--- src/hw/rtl/lac_pkg.sv ---
// lac_pkg: shared types and constants for the longitudinal acceleration selector
// used by lac_alu, lac_div and longitudinal_accel_selector
`timescale 1ns / 1ps
`default_nettype none
package lac_pkg;

  localparam int unsigned WordW = 32;
  localparam int unsigned CfgAddrW = 4;
  localparam int unsigned CfgDataW = 21;
  localparam int unsigned ModeW = 3;
  localparam int unsigned InDataW = 208;
  localparam int unsigned InUserW = 3;
  localparam int unsigned OutDataW = 64;

  localparam logic signed [WordW-1:0] WordMax = 32'sh7FFF_FFFF;
  localparam logic signed [WordW-1:0] WordMin = 32'sh8000_0000;
  localparam logic signed [WordW-1:0] TooCloseLimit = -32'sd6554;

  localparam logic [CfgAddrW-1:0] RegTimeHeadway = 4'd0;
  localparam logic [CfgAddrW-1:0] RegStandstill = 4'd1;
  localparam logic [CfgAddrW-1:0] RegComfBrake = 4'd2;
  localparam logic [CfgAddrW-1:0] RegFollowGain = 4'd3;
  localparam logic [CfgAddrW-1:0] RegSpeedGain = 4'd4;
  localparam logic [CfgAddrW-1:0] RegLightHeadway = 4'd5;
  localparam logic [CfgAddrW-1:0] RegComfAccel = 4'd6;
  localparam logic [CfgAddrW-1:0] RegMaxBrake = 4'd7;

  localparam logic [ModeW-1:0] ModeComfort = 3'd0;
  localparam logic [ModeW-1:0] ModeSpeed = 3'd1;
  localparam logic [ModeW-1:0] ModeFollow = 3'd2;
  localparam logic [ModeW-1:0] ModeLight = 3'd3;
  localparam logic [ModeW-1:0] ModeTooClose = 3'd4;

  typedef enum logic [1:0] {
    AluAdd,
    AluSub,
    AluMul
  } alu_op_t;

  typedef struct packed {
    alu_op_t                 op;
    logic signed [WordW-1:0] a;
    logic signed [WordW-1:0] b;
  } alu_req_t;

  typedef struct packed {
    logic                    start;
    logic signed [WordW-1:0] a;
    logic signed [WordW-1:0] b;
  } div_req_t;

  typedef struct packed {
    logic                    done;
    logic signed [WordW-1:0] q;
  } div_rsp_t;

endpackage
`default_nettype wire

--- src/hw/rtl/lac_div.sv ---
// lac_div: radix-2 restoring divider for q16.16, (a*65536)/b toward zero, saturated
// depends on lac_pkg
`timescale 1ns / 1ps
`default_nettype none
module lac_div (
  input  wire logic              clk,
  input  wire logic              rst,
  input  wire lac_pkg::div_req_t req,
  output lac_pkg::div_rsp_t      rsp
);
  import lac_pkg::*;

  localparam int unsigned NumW = WordW + 16;

  logic busy;
  logic fin;
  logic [5:0] cnt;
  logic [NumW-1:0] num;
  logic [NumW-1:0] quo;
  logic [WordW-1:0] den;
  logic [WordW-1:0] rem;
  logic neg;
  logic [WordW:0] rem_sh;
  logic [WordW-1:0] a_mag;
  logic [WordW-1:0] b_mag;

  always_comb begin
    rem_sh = {rem, num[NumW-1]};
    a_mag = req.a[WordW-1] ? (~req.a + 32'd1) : req.a;
    b_mag = req.b[WordW-1] ? (~req.b + 32'd1) : req.b;
  end

  always_ff @(posedge clk) begin
    if (rst) begin
      busy <= 1'b0;
      fin <= 1'b0;
      rsp.done <= 1'b0;
    end else begin
      rsp.done <= 1'b0;
      fin <= 1'b0;
      if (req.start) begin
        if (req.b == '0) begin
          rsp.q <= req.a[WordW-1] ? WordMin : WordMax;
          rsp.done <= 1'b1;
        end else begin
          busy <= 1'b1;
          cnt <= '0;
          num <= {a_mag, 16'd0};
          den <= b_mag;
          rem <= '0;
          quo <= '0;
          neg <= req.a[WordW-1] ^ req.b[WordW-1];
        end
      end else if (busy) begin
        num <= {num[NumW-2:0], 1'b0};
        if (rem_sh >= {1'b0, den}) begin
          rem <= WordW'(rem_sh - {1'b0, den});
          quo <= {quo[NumW-2:0], 1'b1};
        end else begin
          rem <= rem_sh[WordW-1:0];
          quo <= {quo[NumW-2:0], 1'b0};
        end
        cnt <= cnt + 6'd1;
        if (cnt == 6'(NumW - 1)) begin
          busy <= 1'b0;
          fin <= 1'b1;
        end
      end else if (fin) begin
        rsp.done <= 1'b1;
        if (neg) begin
          rsp.q <= (quo > 48'h0000_8000_0000) ? WordMin : (~quo[WordW-1:0] + 32'd1);
        end else begin
          rsp.q <= (quo > 48'h0000_7FFF_FFFF) ? WordMax : quo[WordW-1:0];
        end
      end
    end
  end

endmodule
`default_nettype wire

--- config.mk ---
export PLATFORM = sky130hd
export DESIGN_NAME = lac_div
export DESIGN_NICKNAME = d
export VERILOG_FILES = /design/src/hw/rtl/lac_pkg.sv /design/src/hw/rtl/lac_div.sv
export SDC_FILE = /design/constraint.sdc
export NUM_CORES = 1
export LEC_CHECK = 0
export ABC_AREA = 0
export BUFFER_PORTS_ARGS = -buffer_cell sky130_fd_sc_hd__buf_2
export CAP_MARGIN = 15
export CORE_ASPECT_RATIO = 0.8
export CORE_MARGIN = 3
export CORE_UTILIZATION = 35
export DETAILED_ROUTE_END_ITERATION = 10
export SYNTH_ARGS = -nofsm -noshare
export SYNTH_HDL_FRONTEND = slang
export SYNTH_SLANG_ARGS = --single-unit
--- constraint.sdc ---
create_clock -name clk -period 14.9 [get_ports clk]
set_input_delay 2.98 -clock clk [delete_from_list [all_inputs] [get_ports clk]]
set_output_delay 2.98 -clock clk [all_outputs]
set_load 0.03 [all_outputs]
# ---- Word level (Yosys, flattened, before mapping)
# Cells that the tools add are included.
dict set report totals {
  output_inout_bits 33
  register_bits 202
  word_cells 66
  input_bits 67
}
dict set report classes {
  reduce_logical 7
  eq_ne 4
  n_lt_le_gt_ge 3
  n_addsub 5
  n_mux 29
  bitwise 7
}
# operator n
set op_table {}
lappend op_table {{$mux W32} 9}
lappend op_table {{$mux W48} 6}
lappend op_table {{$mux W33} 4}
lappend op_table {{$add A32 B1 Y32 const B} 3}
lappend op_table {{$not A32 Y32} 3}
lappend op_table {{$gt A48 B31 Y1 const B} 1}
lappend op_table {{$gt A48 B32 Y1 const B} 1}
lappend op_table {{$ge A33 B32 Y1} 1}
lappend op_table {{$logic_not A32 Y1} 1}
lappend op_table {{$sub A32 B32 Y32} 1}
lappend op_table {{$mux W31} 1}
lappend op_table {{$mux W6} 3}
lappend op_table {{$add A6 B1 Y6 const B} 1}
lappend op_table {{$eq A6 B6 Y1 const B} 1}
lappend op_table {{$mux W1} 6}
lappend op_table {{$reduce_and A3 Y1} 2}
lappend op_table {{$ne A2 B2 Y1 const B} 2}
lappend op_table {{$reduce_and A4 Y1} 1}
lappend op_table {{$reduce_bool A2 Y1} 2}
lappend op_table {{$not A1 Y1} 3}
lappend op_table {{$reduce_or A3 Y1} 1}
lappend op_table {{$ne A2 B1 Y1 const B} 1}
lappend op_table {{$xor A1 B1 Y1} 1}

# ---- Logic depth before layout (Yosys ltp)
# Gate-level depths: netlist of the first run.
dict set report logic_depth {
  depth_word 7
  depth_mapped 14
  mapped_depth_nobuf 12
}

# ---- Least setup slack after synthesis of the first run
# Ideal clock, no wire load.
dict set report synth_timing {
  kind {input to register}
  start {input port req[0] in the netlist's numbering}
  end {register cnt[0], enable pin}
  arrival_time_ps 11790
  cell_stages 8
  path_slack_ps 2368
  setup_time_ps 741
  required_time_ps 14159
  path_buffers 0
  path_cell_list {inv_1 ha_1 nand2_1 or4_4 or3_1 or4_4 nor4_4 nor3_1}
}
dict set report synth_via {
  elab_chain_len 3
}
# element line
set synth_rtl {}
lappend synth_rtl {{start: declaration} lac_div.sv:8} ;# input wire lac_pkg::div_req_t req,
lappend synth_rtl {{$logic_not A32 Y1} lac_div.sv:42} ;# if (req.b == '0) begin
lappend synth_rtl {{$ne A2 B2 Y1 (no line)} --}
lappend synth_rtl {{$reduce_and A3 Y1 (no line)} --}
lappend synth_rtl {{end signal: assignment} lac_div.sv:63} ;# cnt <= cnt + 6'd1;
lappend synth_rtl {{end: declaration} lac_div.sv:17} ;# logic [5:0] cnt;
# Every way passes these cells.
# A chain may end at the register's enable or synchronous reset.

# ---- Worst setup path after layout of the first run
dict set report layout_timing {
  start {input port req[5] in the netlist's numbering}
  end {register rem[16], enable pin}
}
dict set report layout_via {
  elab_chain_len 3
}
# element line
set layout_rtl {}
lappend layout_rtl {{$logic_not A32 Y1} lac_div.sv:42}
lappend layout_rtl {{$ne A2 B2 Y1 (no line)} --}
lappend layout_rtl {{$reduce_and A3 Y1 (no line)} --}
lappend layout_rtl {{end signal: assignment} lac_div.sv:57} ;# rem <= WordW'(rem_sh - {1'b0, den});
lappend layout_rtl {{end signal: assignment} lac_div.sv:60} ;# rem <= rem_sh[WordW-1:0];
lappend layout_rtl {{end: declaration} lac_div.sv:21} ;# logic [WordW-1:0] rem;
# Every way passes these cells.

==> summary.md, run 1 <==
| Metric | Value |
|---|---|
| Antenna violations before repair | 1 |
| Number of remaining DRC errors | 0 |
| Worst Path Max Fanout | 57 |
| Clock tree buffer depth | 2 |
| MaxCap Viol Count | 0 |
| Number of buffers added by the clock tree synthesis step | 17 |
| CP arrival | 6220 ps |
| Setup Crit Path Kind | in2reg |
| Net switching power | 0.000382 W |
| Capture point of the worst reg-to-reg path | rem[30]$_SDFFCE_PP0P_ |
| Series of cell instances along the critical path | buf_2, nor4_2, nand2_1, or4_4, or3_1, or4_4, nor4_4, nor3_2, buf_4 |
| Post-placement setup slack | 8300 ps |
| Primary flip-flop cell chosen by synthesis mapping | edfxtp_1 |
| Worst path setup slack after routing | 8780 ps |
| Routed metal-1 wirelength | 13000 um |
| Detail Route met2 WL | 10800 um |
| Leading cell types in the layout, fill and taps excluded | 183 x edfxtp_1, 105 x nand2_1, 104 x a21oi_1 |
| Sequential cell area fraction in the yosys report | 50.2% |
| Final net count | 1284 |
| WL final | 25700 um |
| Total number of yosys warnings | 0 |
| Switching share of power | 28.7% |
| Most repeated library cell on the critical path | or4_4 |
| Worst hold-check path type | reg2reg |
| Final clock period utilization by the worst path | 41.1% |
| Async set-or-reset flop fraction in the synthesized netlist | 0% |
| Max IR drop VDD | 0.0836 mV |
| Cell count after placement | 1574 |
| Hold-critical path endpoint | fin$_SDFF_PP0_ |
| CP endpoint kind | flip-flop |
| CTS Hold Bufs | 0 |
| CTS-repair resized insts | 0 |
| Site row count | 57 |
| Final worst path period need | 6120 ps |
| # fillers | 3028 |
| Io pins | 100 |
| Slowest cell delay on critical path | 610 ps |
| Remaining max-slew budget at the tightest pin | 32.6% |
| Count of buffers added by post-CTS timing repair for setup | 0 |
| Core Box Area | 30700 um^2 |
| Logic gate share of total power | 19.4% |
| Number of optimization iterations in the first detailed-route pass | 5 |
| Slowest cell on the critical path | or4_4 |
| Most common cell after layout, fill and taps aside | edfxtp_1 |
| Hold path depth | 1 |
| Run status | complete, no violations |
| Clk slew on worst S/H paths | 70 ps |
| Register-to-register path setup slack | 11010 ps |
| Synthesized area per cell | 10.0 um^2 |
| Post-route insts no fill | 1606 |
| Violation count after the first detailed-routing iteration | 717 |
| Wire per inst | 16.0 um |
| Mapped cell area | 11100 um^2 |
| Layout cell share with drive strength beyond 1 | 13.2% |
| RSZ-0062 raised after global routing | false |
| Internal power contribution | 0.000951 W |
| Layout Utilization | 40.7% |
| Total power divided by cell area | 107 nW/um^2 |
| Vias in the first global route | 7983 |
| Synthesized instance count | 1105 |
| Type of element launching the critical path | input port |
| Final total negative setup slack | 0 ps |
| Horiz. Die Dim | 205 um |
| Final Max Tran Viols | 0 |
| Static Leakage | 4.80 nW |
| Floorplan die area | 33800 um^2 |
| Final Wtd Congestion | 0.861 |
| Vertical die dimension | 165 um |
| Synth Net Count | 1209 |
| Detail Route Antenna Nets | 0 |
| Final count of hold timing violations | 0 |
| Top Layer Used | met5 |
| Hold path start | busy$_SDFFE_PP0P_ |
| Global-route wire length before repair | 41400 um |
| Number of storage elements in the synthesis netlist | 186 |
| Count of flip-flops with a built-in enable after synthesis | 183 |
| Endpoints failing setup | 0 |
| Final antenna diode count | 0 |
| Met3 Wirelength | 1510 um |
| Largest net degree at the start of global routing | 81 |
| Estimated wirelength of the detail-placed design | 17700 um |
| Fmax achieved | 163 MHz |
| CTS tree | built |
| Initial standard-cell utilization of the core | 36.0% |
| Layout Skew | 10.1 ps |
| Via total after detailed routing | 8582 |
| Data required time of the worst path | 15000 ps |
| H-tree levels | 4 |
| Worst-skew pair later-pin latency | 440 ps |
| Flop pwr share | 47.8% |
| Transition time at the pin with the least slew margin | 1010 ps |
| Share of total power in the clock network | 32.8% |
| TritonCTS sink count | 186 |
| Count of port buffers added during placement | 99 |
| Clock root cell | clkbuf_16 |
| P&R area growth vs syn | 13.1% |
| Detailed-route vias per instance | 5.34 |
| Total global routing overflow | 0 |
| Number of cell instances on the worst register-to-register path | 10 |
| Overall global routing resource usage | 15.4% |
| Critical register-to-register path startpoint | rem[8]$_SDFFCE_PP0P_ |
| Number of distinct library cells after synthesis | 61 |
## final cells by class
type	instances	area [um^2]	area share (%)
Multi-Input combinational cell	817	5120	40.9
Tap cell	413	517	4.13
Clock buffer	19	433	3.46
Clock inverter	13	121	0.971
Timing Repair Buffer	109	573	4.58
Sequential cell	186	5560	44.4
Inverter	49	184	1.47
## cells in the mapped netlist (3+ instances only)
cell type	n	area [um^2]
edfxtp_1	183	5500
nand2_1	105	394
a21oi_1	104	521
nor2_1	72	270
o21ai_0	61	305
nor2b_1	54	338
nand3_1	51	255
inv_1	49	184
clkbuf_1	48	180
xnor2_1	45	394
xor2_1	43	377
ha_1	36	450
nor3_1	35	175
o211ai_1	19	143
o31ai_1	16	120
or3_1	15	93.8
nor4_1	14	87.6
nand2b_1	12	75.1
o41ai_1	12	105
a21o_1	11	82.6
a31oi_1	10	62.6
o221ai_1	10	87.6
o21a_1	9	67.6
or4_1	9	67.6
nand4_1	8	50.1
a211oi_1	7	52.6
nand3b_1	5	37.5
o21bai_1	4	30.0
a211o_1	3	26.3
a21boi_0	3	22.5
and3_1	3	18.8
buf_6	3	33.8
dfxtp_1	3	60.1
nor4b_1	3	26.3
o31a_1	3	26.3
or2_2	3	18.8
or4_4	3	33.8
## sequential cells by signal, summed over array words and instances (netlist names)
register,cells
rsp,33
rem,32
neg,1
busy,1
fin,1
quo,48
cnt,6
num,32
den,32
## through the flow
step                area [um^2]  hold WS, ps  total power [W]
detailed placement        11900          514         0.000902
finish                    12500          522          0.00133
global route              12500          556          0.00140
floorplan                 11100          492         0.000836
global placement          11900          522         0.000899
CTS                       12500          524          0.00134
## worst max-delay path, delay by kind of cell
family,cells,cell delay (ps)
buffers and inverters,2,510
AND/OR/NAND/NOR,7,2680
## worst max-delay path by stage
stage                  from                     to  slack (ps)  depth (start not counted)
floorplan            req[0]   cnt[0]$_SDFFCE_PP0P_        2370                          8
global placement     req[5]  rem[22]$_SDFFCE_PP0P_        8330                          9
detailed placement   req[5]  rem[23]$_SDFFCE_PP0P_        8300                          9
CTS                  req[5]  rem[22]$_SDFFCE_PP0P_        8770                          9
global route        req[64]  rem[18]$_SDFFCE_PP0P_        8580                          5
finish               req[5]  rem[16]$_SDFFCE_PP0P_        8780                          9
## power groups by stage
stage          Sequential (W)  Combinational [W]  Clock [W]
2_1_floorplan        0.000646           0.000190          0
3_3_place_gp         0.000648           0.000252          0
3_5_place_dp         0.000648           0.000255          0
4_1_cts              0.000636           0.000257   0.000447
5_1_grt              0.000640           0.000289   0.000466
6_report             0.000637           0.000259   0.000437
## routing by layer
metal	vias to the layer above	GRT usage [%]
met1	4065	22.7
met4	2	4.66
li1	4246	-
met5	-	0
met3	33	3.74
met2	236	22.2
## cell families (layout without fill, tap and decap cells)
family | after synthesis | in the layout | synth area share, %
compound gates | 286 | 286 | 16.0
mux | 3 | 3 | 0.283
flops | 186 | 186 | 50.2
buf+inv | 102 | 190 | 3.67
xor+xnor | 88 | 88 | 6.97
fa+ha+maj | 37 | 37 | 4.25
simple gates | 403 | 403 | 18.6
Power figures use the tool's default switching activity.
==> run 2: changes to the inputs <==
- clock period: 14.9 -> 5.2 ns (I/O delays scaled with it)
==> run 2 against run 1 <==
Compared with the run above:
- clock-buffer cell count is 2 lower
- largest cell class unchanged
- sequential power grew to 2.9 times the previous value
- flip-flop and latch count stayed put
- register-to-register slack worse by 9700 ps
==> summary.md, run 2 (synthesis results as in run 1) <==
| Metric | Value |
|---|---|
| CTS Hold Bufs | 0 (unchanged) |
| Post-route insts no fill | 1607 (was 1606) |
| Data required time of the worst path | 5300 ps (was 15000 ps) |
| Worst-skew pair later-pin latency | 450 ps (was 440 ps) |
| Capture point of the worst reg-to-reg path | rem[30]$_SDFFCE_PP0P_ (unchanged) |
| Number of buffers added by the clock tree synthesis step | 17 (unchanged) |
| Type of element launching the critical path | input port (unchanged) |
| Final count of hold timing violations | 0 (unchanged) |
| Setup Crit Path Kind | in2reg (unchanged) |
| Endpoints failing setup | 0 (unchanged) |
| Largest net degree at the start of global routing | 108 (was 81) |
| CTS tree | built (unchanged) |
| CP arrival | 4260 ps (was 6220 ps) |
| Transition time at the pin with the least slew margin | 1090 ps (was 1010 ps) |
| Clk slew on worst S/H paths | 80 ps (was 70 ps) |
| Number of optimization iterations in the first detailed-route pass | 7 (was 5) |
| Cell count after placement | 1575 (was 1574) |
| Hold-critical path endpoint | fin$_SDFF_PP0_ (unchanged) |
| Layout cell share with drive strength beyond 1 | 13.5% (was 13.2%) |
| TritonCTS sink count | 186 (unchanged) |
| Final antenna diode count | 0 (unchanged) |
| Number of remaining DRC errors | 0 (unchanged) |
| RSZ-0062 raised after global routing | false (unchanged) |
| Final Max Tran Viols | 0 (unchanged) |
| Switching share of power | 28.3% (was 28.7%) |
| Remaining max-slew budget at the tightest pin | 27.2% (was 32.6%) |
| Horiz. Die Dim | 205 um (unchanged) |
| Detailed-route vias per instance | 5.35 (was 5.34) |
| Total global routing overflow | 0 (unchanged) |
| Final clock period utilization by the worst path | 79.9% |
| H-tree levels | 4 (unchanged) |
| Clock root cell | clkbuf_16 (unchanged) |
| CTS-repair resized insts | 0 (unchanged) |
| Internal power contribution | 0.00289 W (was 0.000951 W) |
| Via total after detailed routing | 8599 (was 8582) |
| Final total negative setup slack | 0 ps (unchanged) |
| Share of total power in the clock network | 36.3% (was 32.8%) |
| Core Box Area | 30700 um^2 (unchanged) |
| Number of cell instances on the worst register-to-register path | 10 (unchanged) |
| Run status | complete, no violations (unchanged) |
| Overall global routing resource usage | 15.7% (was 15.4%) |
| Layout Utilization | 41.0% (was 40.7%) |
| Count of buffers added by post-CTS timing repair for setup | 0 (unchanged) |
| Biggest register | quo (unchanged) |
| Wire per inst | 16.2 um (was 16.0 um) |
| Biggest registers after layout | quo: 48 flops, rsp: 33 flops (unchanged) |
| Leading cell types in the layout, fill and taps excluded | 183 x edfxtp_1, 105 x nand2_1, 104 x a21oi_1 (unchanged) |
| Clock tree buffer depth | 2 (unchanged) |
| Detail Route Antenna Nets | 0 (unchanged) |
| Logic gate share of total power | 18.2% (was 19.4%) |
| Site row count | 57 (unchanged) |
| Critical register-to-register path startpoint | rem[5]$_SDFFCE_PP0P_ (was rem[8]$_SDFFCE_PP0P_) |
| Launch point of the critical path | req[3] (was req[5]) |
| Final Wtd Congestion | 0.889 (was 0.861) |
| Initial standard-cell utilization of the core | 36.0% (unchanged) |
| Hold path start | busy$_SDFFE_PP0P_ (unchanged) |
| Final net count | 1285 (was 1284) |
| Max IR drop VDD | 0.229 mV (was 0.0836 mV) |
| Worst hold-check path type | reg2reg (unchanged) |
| Final Total Pwr | 0.00403 W (was 0.00133 W) |
| Estimated wirelength of the detail-placed design | 17800 um (was 17700 um) |
| Worst Path Max Fanout | 32 (was 57) |
| Register-to-register path setup slack | 1290 ps (was 11010 ps) |
| Antenna violations before repair | 1 (unchanged) |
| Most common cell after layout, fill and taps aside | edfxtp_1 (unchanged) |
| Io pins | 100 (unchanged) |
| Storage element area | 5560 um^2 (unchanged) |
| Vertical die dimension | 165 um (unchanged) |
| Count of port buffers added during placement | 99 (unchanged) |
| Total area of multi-input combinational cells | 5120 um^2 (about the same) |
| Violation count after the first detailed-routing iteration | 534 (was 717) |
| Vias in the first global route | 8310 (was 7983) |
| # fillers | 2947 (was 3028) |
| Static Leakage | 4.85 nW (was 4.80 nW) |
| Layout Skew | 12.8 ps (was 10.1 ps) |
| Global-route wire length before repair | 42800 um (was 41400 um) |
| Total power divided by cell area | 319 nW/um^2 (was 107 nW/um^2) |
| WL final | 26100 um (was 25700 um) |
| Hold path depth | 1 (unchanged) |
| MaxCap Viol Count | 0 (unchanged) |
| Fmax achieved | 241 MHz |
| Net switching power | 0.00114 W (was 0.000382 W) |
| P&R area growth vs syn | 14.1% (was 13.1%) |
| Floorplan die area | 33800 um^2 (unchanged) |
| Flip-flop count of the largest register, all copies and words added | 48 (unchanged) |
| CP endpoint kind | flip-flop (unchanged) |
| Flop pwr share | 45.5% (was 47.8%) |
| Final worst path period need | 4150 ps |
[run 2: changes by cell type in the layout (fill, tap and decap cells not counted), sizes merged]
cell,change
clkinv,-6
inv,+5
bufinv,+3
clkbuf,-2
buf,+1
[run 2: area by class of cell]
type / instances / share of cell area, %
clock inverter: 15 / 1.82
clock buffer: 17 / 3.37
sequential: 186 / 44.0
inverter: 49 / 1.46
tap: 413 / 4.10
timing repair buffer: 110 / 4.60
multi-input combinational: 817 / 40.6
[run 2: how the worst max path moves through the flow]
stage	to	slack (ps)	cells past startpoint
floorplan	rsp[0]$_DFFE_PP_	-30	7
global placement	rsp[2]$_DFFE_PP_	600	10
detailed placement	rsp[2]$_DFFE_PP_	540	10
CTS	rsp[2]$_DFFE_PP_	1020	10
global route	rsp[2]$_DFFE_PP_	780	10
finish	rsp[2]$_DFFE_PP_	1050	10
[run 2: layer usage]
metal | vias up | wire [um] | GRT usage (%)
li1 | 4246 | - | -
met1 | 4124 | 13200 | 23.0
met4 | 2 | 384 | 4.53
met3 | 27 | 1300 | 3.31
met5 | - | 15 | 0
met2 | 200 | 11200 | 23.5
[run 2: power by group through the flow]
stage | combinational (W) | sequential, W | clock (W)
after floorplan | 0.000547 | 0.00184 | 0
after global placement | 0.000718 | 0.00186 | 0
after detailed placement | 0.000727 | 0.00186 | 0
after CTS | 0.000732 | 0.00183 | 0.00149
after global routing | 0.000829 | 0.00184 | 0.00155
final | 0.000734 | 0.00183 | 0.00146
[run 2: worst max-delay path, stage by stage]
cell     delay (ps)
buf_2           130
nor4_2          280
nand2_1         260
or4_4           610
or3_1           390
or4_4           550
nor4_4          390
a21oi_1         120
nor2_2           90
buf_4           360
[run 2: through the flow]
stage,cell area [um^2],setup WS [ps],hold WS [ps]
final,12600,1050,519
after CTS,12600,1020,529
after detailed placement,12000,539,510
after global routing,12600,782,551
after floorplan,11100,-33.5,492
after global placement,12000,597,516
